==> src/design/spq_pkg.sv <==
// ----------------------------------------------------------------------------
// spq_pkg: stable priority queue shared definitions
// Operation codes, status codes and the per-cell control word.
// ----------------------------------------------------------------------------
package spq_pkg;

  localparam int PRIO_W = 4;
  localparam int OCC_W  = 5;

  localparam logic FUNC_ENQ = 1'b0;
  localparam logic FUNC_DEQ = 1'b1;

  typedef enum logic [1:0] {
    ST_OK    = 2'd0,
    ST_EMPTY = 2'd1,
    ST_FULL  = 2'd2
  } spq_status_e;

  typedef struct packed {
    logic              enq;
    logic              deq;
    logic [PRIO_W-1:0] new_prio;
  } spq_ctrl_t;

endpackage

==> src/design/stable_priority_queue.sv <==
// The result word appears with done_o in the cycle after start_i.
// Throughput: one word per cycle; busy_o stays low, every slot updates at once.
// The receiver cannot stall; each result is on the ports for one cycle.
// Reset clears the entry count and the result strobe; slot contents are
// not reset and are only read below the entry count.
// ----------------------------------------------------------------------------
// stable_priority_queue: bounded stable priority queue
// A chain of slot cells kept sorted by priority, highest first, with equal
// priorities in arrival order. Enqueue inserts, dequeue pops the front.
// ----------------------------------------------------------------------------
module stable_priority_queue #(
  parameter int QUEUE_DEPTH = 16,
  parameter int ID_WIDTH    = 16
) (
  input  logic                       clk_i,
  input  logic                       rst_ni,
  input  logic                       start_i,
  output logic                       busy_o,
  input  logic                       func_i,
  input  logic [ID_WIDTH-1:0]        process_id_i,
  input  logic [spq_pkg::PRIO_W-1:0] priority_req_i,
  output logic                       done_o,
  output logic [1:0]                 status_o,
  output logic [ID_WIDTH-1:0]        served_id_o,
  output logic [spq_pkg::PRIO_W-1:0] served_priority_o,
  output logic [spq_pkg::OCC_W-1:0]  occupancy_o
);
  import spq_pkg::*;

  localparam int CNT_W = $clog2(QUEUE_DEPTH + 1);

  logic [CNT_W-1:0] count_q, count_d;
  logic             done_q;
  spq_status_e      status_q, status_d;
  logic [ID_WIDTH-1:0] sid_q, sid_d;
  logic [PRIO_W-1:0]   spr_q, spr_d;
  logic [OCC_W-1:0]    occ_q;

  logic full, empty;
  spq_ctrl_t ctrl;

  logic [QUEUE_DEPTH-1:0] ge;
  logic [ID_WIDTH-1:0]    cell_id   [QUEUE_DEPTH];
  logic [PRIO_W-1:0]      cell_prio [QUEUE_DEPTH];

  assign busy_o = 1'b0;
  assign full   = (count_q == CNT_W'(QUEUE_DEPTH));
  assign empty  = (count_q == '0);

  always_comb begin
    ctrl.enq      = 1'b0;
    ctrl.deq      = 1'b0;
    ctrl.new_prio = priority_req_i;
    count_d       = count_q;
    status_d      = ST_OK;
    sid_d         = '0;
    spr_d         = '0;
    if (start_i) begin
      case (func_i)
        FUNC_ENQ: begin
          if (full) begin
            status_d = ST_FULL;
          end else begin
            ctrl.enq = 1'b1;
            count_d  = count_q + CNT_W'(1);
          end
        end
        FUNC_DEQ: begin
          if (empty) begin
            status_d = ST_EMPTY;
          end else begin
            ctrl.deq = 1'b1;
            count_d  = count_q - CNT_W'(1);
            sid_d    = cell_id[0];
            spr_d    = cell_prio[0];
          end
        end
        default: ;
      endcase
    end
  end

  for (genvar i = 0; i < QUEUE_DEPTH; i++) begin : g_cell
    logic                left_ge;
    logic [ID_WIDTH-1:0] left_id;
    logic [PRIO_W-1:0]   left_prio;
    logic [ID_WIDTH-1:0] right_id;
    logic [PRIO_W-1:0]   right_prio;

    if (i == 0) begin : g_head
      assign left_ge   = 1'b1;
      assign left_id   = process_id_i;
      assign left_prio = priority_req_i;
    end else begin : g_body
      assign left_ge   = ge[i-1];
      assign left_id   = cell_id[i-1];
      assign left_prio = cell_prio[i-1];
    end

    if (i == QUEUE_DEPTH - 1) begin : g_tail
      assign right_id   = cell_id[i];
      assign right_prio = cell_prio[i];
    end else begin : g_mid
      assign right_id   = cell_id[i+1];
      assign right_prio = cell_prio[i+1];
    end

    spq_cell #(
      .ID_WIDTH (ID_WIDTH)
    ) u_cell (
      .clk_i        (clk_i),
      .ctrl_i       (ctrl),
      .new_id_i     (process_id_i),
      .valid_i      (count_q > CNT_W'(i)),
      .left_ge_i    (left_ge),
      .left_id_i    (left_id),
      .left_prio_i  (left_prio),
      .right_id_i   (right_id),
      .right_prio_i (right_prio),
      .ge_o         (ge[i]),
      .id_o         (cell_id[i]),
      .prio_o       (cell_prio[i])
    );
  end

  always_ff @(posedge clk_i or negedge rst_ni) begin
    if (!rst_ni) begin
      count_q <= '0;
      done_q  <= 1'b0;
    end else begin
      count_q <= count_d;
      done_q  <= start_i;
    end
  end

  always_ff @(posedge clk_i) begin
    status_q <= status_d;
    sid_q    <= sid_d;
    spr_q    <= spr_d;
    occ_q    <= OCC_W'(count_d);
  end

  assign done_o            = done_q;
  assign status_o          = status_q;
  assign served_id_o       = sid_q;
  assign served_priority_o = spr_q;
  assign occupancy_o       = occ_q;

endmodule

==> src/design/spq_cell.sv <==
// ----------------------------------------------------------------------------
// spq_cell: one slot of the sorted queue
// Holds one id and priority. On enqueue it keeps its word, takes the new word
// or takes its left neighbor's word; on dequeue it takes its right neighbor's.
// ----------------------------------------------------------------------------
module spq_cell #(
  parameter int ID_WIDTH = 16
) (
  input  logic                       clk_i,
  input  spq_pkg::spq_ctrl_t         ctrl_i,
  input  logic [ID_WIDTH-1:0]        new_id_i,
  input  logic                       valid_i,
  input  logic                       left_ge_i,
  input  logic [ID_WIDTH-1:0]        left_id_i,
  input  logic [spq_pkg::PRIO_W-1:0] left_prio_i,
  input  logic [ID_WIDTH-1:0]        right_id_i,
  input  logic [spq_pkg::PRIO_W-1:0] right_prio_i,
  output logic                       ge_o,
  output logic [ID_WIDTH-1:0]        id_o,
  output logic [spq_pkg::PRIO_W-1:0] prio_o
);
  import spq_pkg::*;

  logic [ID_WIDTH-1:0] id_q, id_d;
  logic [PRIO_W-1:0]   prio_q, prio_d;

  assign ge_o   = valid_i && (prio_q >= ctrl_i.new_prio);
  assign id_o   = id_q;
  assign prio_o = prio_q;

  always_comb begin
    id_d   = id_q;
    prio_d = prio_q;
    if (ctrl_i.enq && !ge_o) begin
      if (left_ge_i) begin
        id_d   = new_id_i;
        prio_d = ctrl_i.new_prio;
      end else begin
        id_d   = left_id_i;
        prio_d = left_prio_i;
      end
    end else if (ctrl_i.deq) begin
      id_d   = right_id_i;
      prio_d = right_prio_i;
    end
  end

  always_ff @(posedge clk_i) begin
    id_q   <= id_d;
    prio_q <= prio_d;
  end

endmodule

==> config.mk <==
export PLATFORM = sky130hd
export DESIGN_NAME = stable_priority_queue
export DESIGN_NICKNAME = d
export VERILOG_FILES = /design/src/design/spq_pkg.sv /design/src/design/stable_priority_queue.sv /design/src/design/spq_cell.sv
export SDC_FILE = /design/constraint.sdc
export NUM_CORES = 1
export LEC_CHECK = 0
export BUFFER_PORTS_ARGS = -buffer_cell sky130_fd_sc_hd__buf_2
export CAP_MARGIN = 5
export CORE_MARGIN = 3
export CORE_UTILIZATION = 50
export CTS_CLUSTER_SIZE = 16
export DETAILED_ROUTE_END_ITERATION = 10
export GPL_TIMING_DRIVEN = 0
export PLACE_DENSITY = 0.74
export SYNTH_ARGS = -nofsm -noshare
export SYNTH_HDL_FRONTEND = slang
export SYNTH_HIERARCHICAL = 1
export SYNTH_SLANG_ARGS = --single-unit
==> constraint.sdc <==
create_clock -name clk_i -period 5.51 [get_ports clk_i]
set_input_delay 1.102 -clock clk_i [delete_from_list [all_inputs] [get_ports clk_i]]
set_output_delay 1.102 -clock clk_i [all_outputs]
set_load 0.02 [all_outputs]
Word level (Yosys, flattened, before mapping). Index checks and enable logic that the tools add are counted.

Bits in registers: 353. Input port bits: 24. Logic and storage cells: 242.

$add $sub $neg: 2. Order comparisons: 32. Eq/ne operators: 1. Muxes and demuxes: 102. Bitwise gates (word level): 2. Reductions and logical operators: 65.

Operator list (count): 2-to-1 mux 16 bit (45); 2-to-1 mux 4 bit (45); >= comparator 4 bit (16); > comparator 5 x 4 -> 1 bit, second input constant (8); logical AND 1 bit (32); nonzero test 2 bit (15); > comparator 5 x 3 -> 1 bit, second input constant (4); logical NOT 1 bit (16); 2-to-1 mux 5 bit (3); > comparator 5 x 1 -> 1 bit, second input constant (2); > comparator 5 x 2 -> 1 bit, second input constant (2); case mux 5 bit (2 select lines) (1); adder 5 x 1 -> 5 bit, second input constant (1); equality test 5 bit, second input constant (1); logical NOT 5 bit (1); 2-to-1 mux 1 bit (5); subtractor 5 x 1 -> 5 bit, second input constant (1); 2-to-1 mux 2 bit (2); case mux 2 bit (2 select lines) (1); OR reduction 3 bit (1); inverter 1 bit (2).

Longest topological paths before layout.
Depth after elaboration: 6. Depth in mapped cells: 10. Depth with buffers taken out: 8.

By module. The synthesis kept the hierarchy.

By module, submodules not included: spq_cell (times used 16, cells an instance 79, area each 1273.7 um2); stable_priority_queue (times used 1, cells an instance 136, area each 1343.8 um2).

Worst setup path before layout. Ideal clock, no wire load.

Path type: input-to-reg. Start point: input priority_req_i[3] (netlist bit). End point: register g_cell[14].u_cell.id_q[10] (data pin). Data arrival time: 2.751 ns. Required time: 5.250 ns. Slack: 2.499 ns. Cell stages on the path: 8. Path buffers: 1. Cell sequence: inv_1 > ha_1 > o211ai_1 > o21ai_1 > and2_2 > clkbuf_1 > mux2_2 > mux2_4.

RTL lines: start, declared (line stable_priority_queue.sv:21) `input logic [spq_pkg::PRIO_W-1:0] priority_req_i,`; >= comparator 4 bit (line spq_cell.sv:27) `assign ge_o = valid_i && (prio_q >= ctrl_i.new_prio);`; logical AND 1 bit (line spq_cell.sv:27); via g_cell[14].left_ge (line stable_priority_queue.sv:84) `logic left_ge;`; 2-to-1 mux 16 bit (line spq_cell.sv:35) `if (left_ge_i) begin`; 2-to-1 mux 16 bit (line spq_cell.sv:34) `if (ctrl_i.enq && !ge_o) begin`; via g_cell[14].u_cell.id_d[10] (line spq_cell.sv:24) `logic [ID_WIDTH-1:0] id_q, id_d;`; end signal, assigned (line spq_cell.sv:49) `id_q <= id_d;`; end, declared (line spq_cell.sv:24).

The timed path passes the listed nets, and every way through them passes these cells. A chain may end at the register's enable or synchronous reset.

Worst setup path after layout.
Start point: input priority_req_i[3] (netlist bit). End point: register g_cell[2].u_cell.id_q[5] (data pin).

RTL lines (line): >= comparator 4 bit (spq_cell.sv:27); logical AND 1 bit (spq_cell.sv:27); via g_cell[2].left_ge (stable_priority_queue.sv:84); 2-to-1 mux 16 bit (spq_cell.sv:35); 2-to-1 mux 16 bit (spq_cell.sv:34); via g_cell[2].u_cell.id_d[5] (spq_cell.sv:24); end signal, assigned (spq_cell.sv:49); end, declared (spq_cell.sv:24).

The timed path passes the listed nets, and every way through them passes these cells.

==> flow_summary_export.csv <==
group,metric,value,unit
cts,post-cts-setup-buffers,0,
layout,fin_cells,2101,
die,initial_core_util,0.512,
layout,fill_cells,3341,
cts,cts_htree_levels,2,
global_routing,grt_pass1_wl,66400,um
sta,skew,0.0138,ns
pwr,irDropWorstVdd,234,uV
cts,clock-root-buffer,"clkbuf_16",
cts,cts_buffer_depth,3,
placement,numPortBuffers,51,
cts,cts_hold_buffers,0,
route,routed_wl,40800,um
route,dr_total_vias,11100,
setup_path,endpoint_kind,"flop",
pwr,sw_frac_of_total,0.290,
sta,finalSetupTns,0,ns
die,ioPinCount,53,
setup_path,worstSetupEndpoint,"g_cell[2].u_cell/id_o[5]$_DFFE_PP_",
setup_path,reg2reg_from,"count_q[1]$_DFF_PN0_",
pwr,clkPwrFrac,0.223,
sta,rsz0062_at_grt,"false",
sta,drv_slew,0,
sta,worst_pin_slew,0.803,ns
sta,setup_viol,0,
sta,period_needed,3.59,ns
cts,postCtsResizedCells,0,
setup_path,critPathKind,"input pin to flop",
setup_path,startpoint_type,"input pin",
cts,cts_sinks,353,
global_routing,antenna_found_initial,0,
route,ant_nets,0,
setup_path,rr_endpoint,"g_cell[14].u_cell/id_o[5]$_DFFE_PP_",
hold_path,hold_path.class,"input pin to asynchronous set/reset pin",
layout,area_delta_synth_final,10.6,%
global_routing,gr-total-overflow,0,
pwr,p_int,8.50,mW
sta,max_freq,278,MHz
setup_path,reg2reg_slack,2.17,ns
sta,finalCritPeriodShare,0.652,
setup_path,cp_max_fo,33,
pwr,seqPwrFrac,0.380,
die,chipWidth,214,um
layout,diodes,0,
layout,drive_gt1_frac,0.570,
pwr,power_leakage,9.44,nW
cts,cts_buffers,41,
outcome,status,"finished clean",
route,wire_per_inst,19.4,um
setup_path,reg2reg_depth,8,
layout,final_util,0.566,
cts,clk_latency,0.55,ns
placement,placedCellCount,2028,
die,rows,75,
global_routing,grt_max_degree,34,
global_routing,grt_pass1_vias,12100,
logic_synthesis,yosysWarnings,6,
logic_synthesis,synth_cells,1399,
sta,slew_headroom,0.464,
placement,gp_congestion,0.798,
setup_path,startpoint,"priority_req_i[3]",
route,first_iter_violations,464,
pwr,pwr-share-comb,0.397,
pwr,p_switching,3.47,mW
placement,hpwl,31200,um
route,viasPerCell,5.28,
sta,whs,0.363,ns
setup_path,arrival,3.90,ns
sta,hold_viol,0,
die,fp.dieArea,46000,um2
setup_path,worstPathRequired,5.82,ns
die,core_area,42400,um2
route,drt-pass1-iter-count,4,
pwr,powerDensity,499,nW/um2
layout,fin_nets,1588,
logic_synthesis,synth.avg_cell_area,15.5,um2
global_routing,grt_usage,0.178,
flow_run,cap_violations,0,
logic_synthesis,synthesis.area,21700,um2
route,post-route-drc-count,0,
pwr,power.total,12.0,mW
die,die_h,214,um
cts,clkTransAtPathRegs,0.06,ns
cts,cts_tree,"done",
[critical path, cell delays in order]
cell	delay, ns
buf_2	0.54
inv_1	0.11
ha_1	0.33
o211ai_1	0.09
o21ai_1	0.29
and2_2	0.21
clkbuf_1	0.50
mux2_2	0.43
mux2_4	0.26
[routing by layer]
metal	track usage	routed length (um)	up-vias
met3	0.0275	1320	49
met1	0.229	18300	5395
met5	0	0	-
li1	-	-	5491
met2	0.314	20400	156
met4	0.0488	772	0
[power by group through the flow]
stage               clock network, mW  logic (mW)  registers, mW
global placement                    0        4.60           4.56
global route                     2.85        5.13           4.67
finish                           2.67        4.75           4.55
CTS                              2.75        4.78           4.56
floorplan                           0        3.90           4.45
detailed placement                  0        4.75           4.61
[area by class of cell]
type,instances,area (um2),share of cell area
multi-input combinational,906,10600,0.442
sequential,353,10300,0.429
clock buffer,63,1220,0.0509
tap,577,722,0.0301
buffer,71,546,0.0227
inverter,70,263,0.0109
timing repair buffer,51,255,0.0106
clock inverter,10,103,0.00427
[sequential cells by signal, summed over array words and instances, names as in the netlist]
| signal | flops |
|---|---|
| served_id_o | 16 |
| g_cell.u_cell/prio_o | 64 |
| served_priority_o | 4 |
| status_o | 2 |
| g_cell.u_cell/id_o | 256 |
| count_q | 5 |
| occupancy_o | 5 |
| done_o | 1 |
[layout by cell type, fill, tap and decap left out, types with 17 or more instances in the layout]
cell and count:
ha_1 70, and2_1 20, buf_2 70, dfxtp_1 27, o21ai_0 17, inv_1 69
mux2_2 336, edfxtp_1 320, clkbuf_16 44, buf_6 33, mux2_4 304, clkbuf_1 31
a21oi_1 18
[through the flow]
| step | instance area (um2) | setup WS [ns] |
|---|---|---|
| after detailed placement | 22700 | 1.34 |
| after global placement | 22700 | 1.46 |
| final | 24000 | 1.92 |
| after floorplan | 21700 | 2.50 |
| after CTS | 24000 | 1.94 |
| after global routing | 24000 | 1.79 |
[how the worst min path moves through the flow]
| stage | end | slack, ns | depth (start not counted) |
|---|---|---|---|
| 5_1_grt | count_q[0]$_DFF_PN0_ | 0.35 | 1 |
| 3_5_place_dp | served_id_o[12]$_SDFF_PP0_ | 0.47 | 1 |
| 4_1_cts | count_q[0]$_DFF_PN0_ | 0.34 | 1 |
| 3_3_place_gp | served_id_o[0]$_SDFF_PP0_ | 0.45 | 1 |
| 6_report | count_q[0]$_DFF_PN0_ | 0.36 | 1 |
| 2_1_floorplan | served_id_o[0]$_SDFF_PP0_ | 0.44 | 1 |
(Power assumes the default switching activity.)
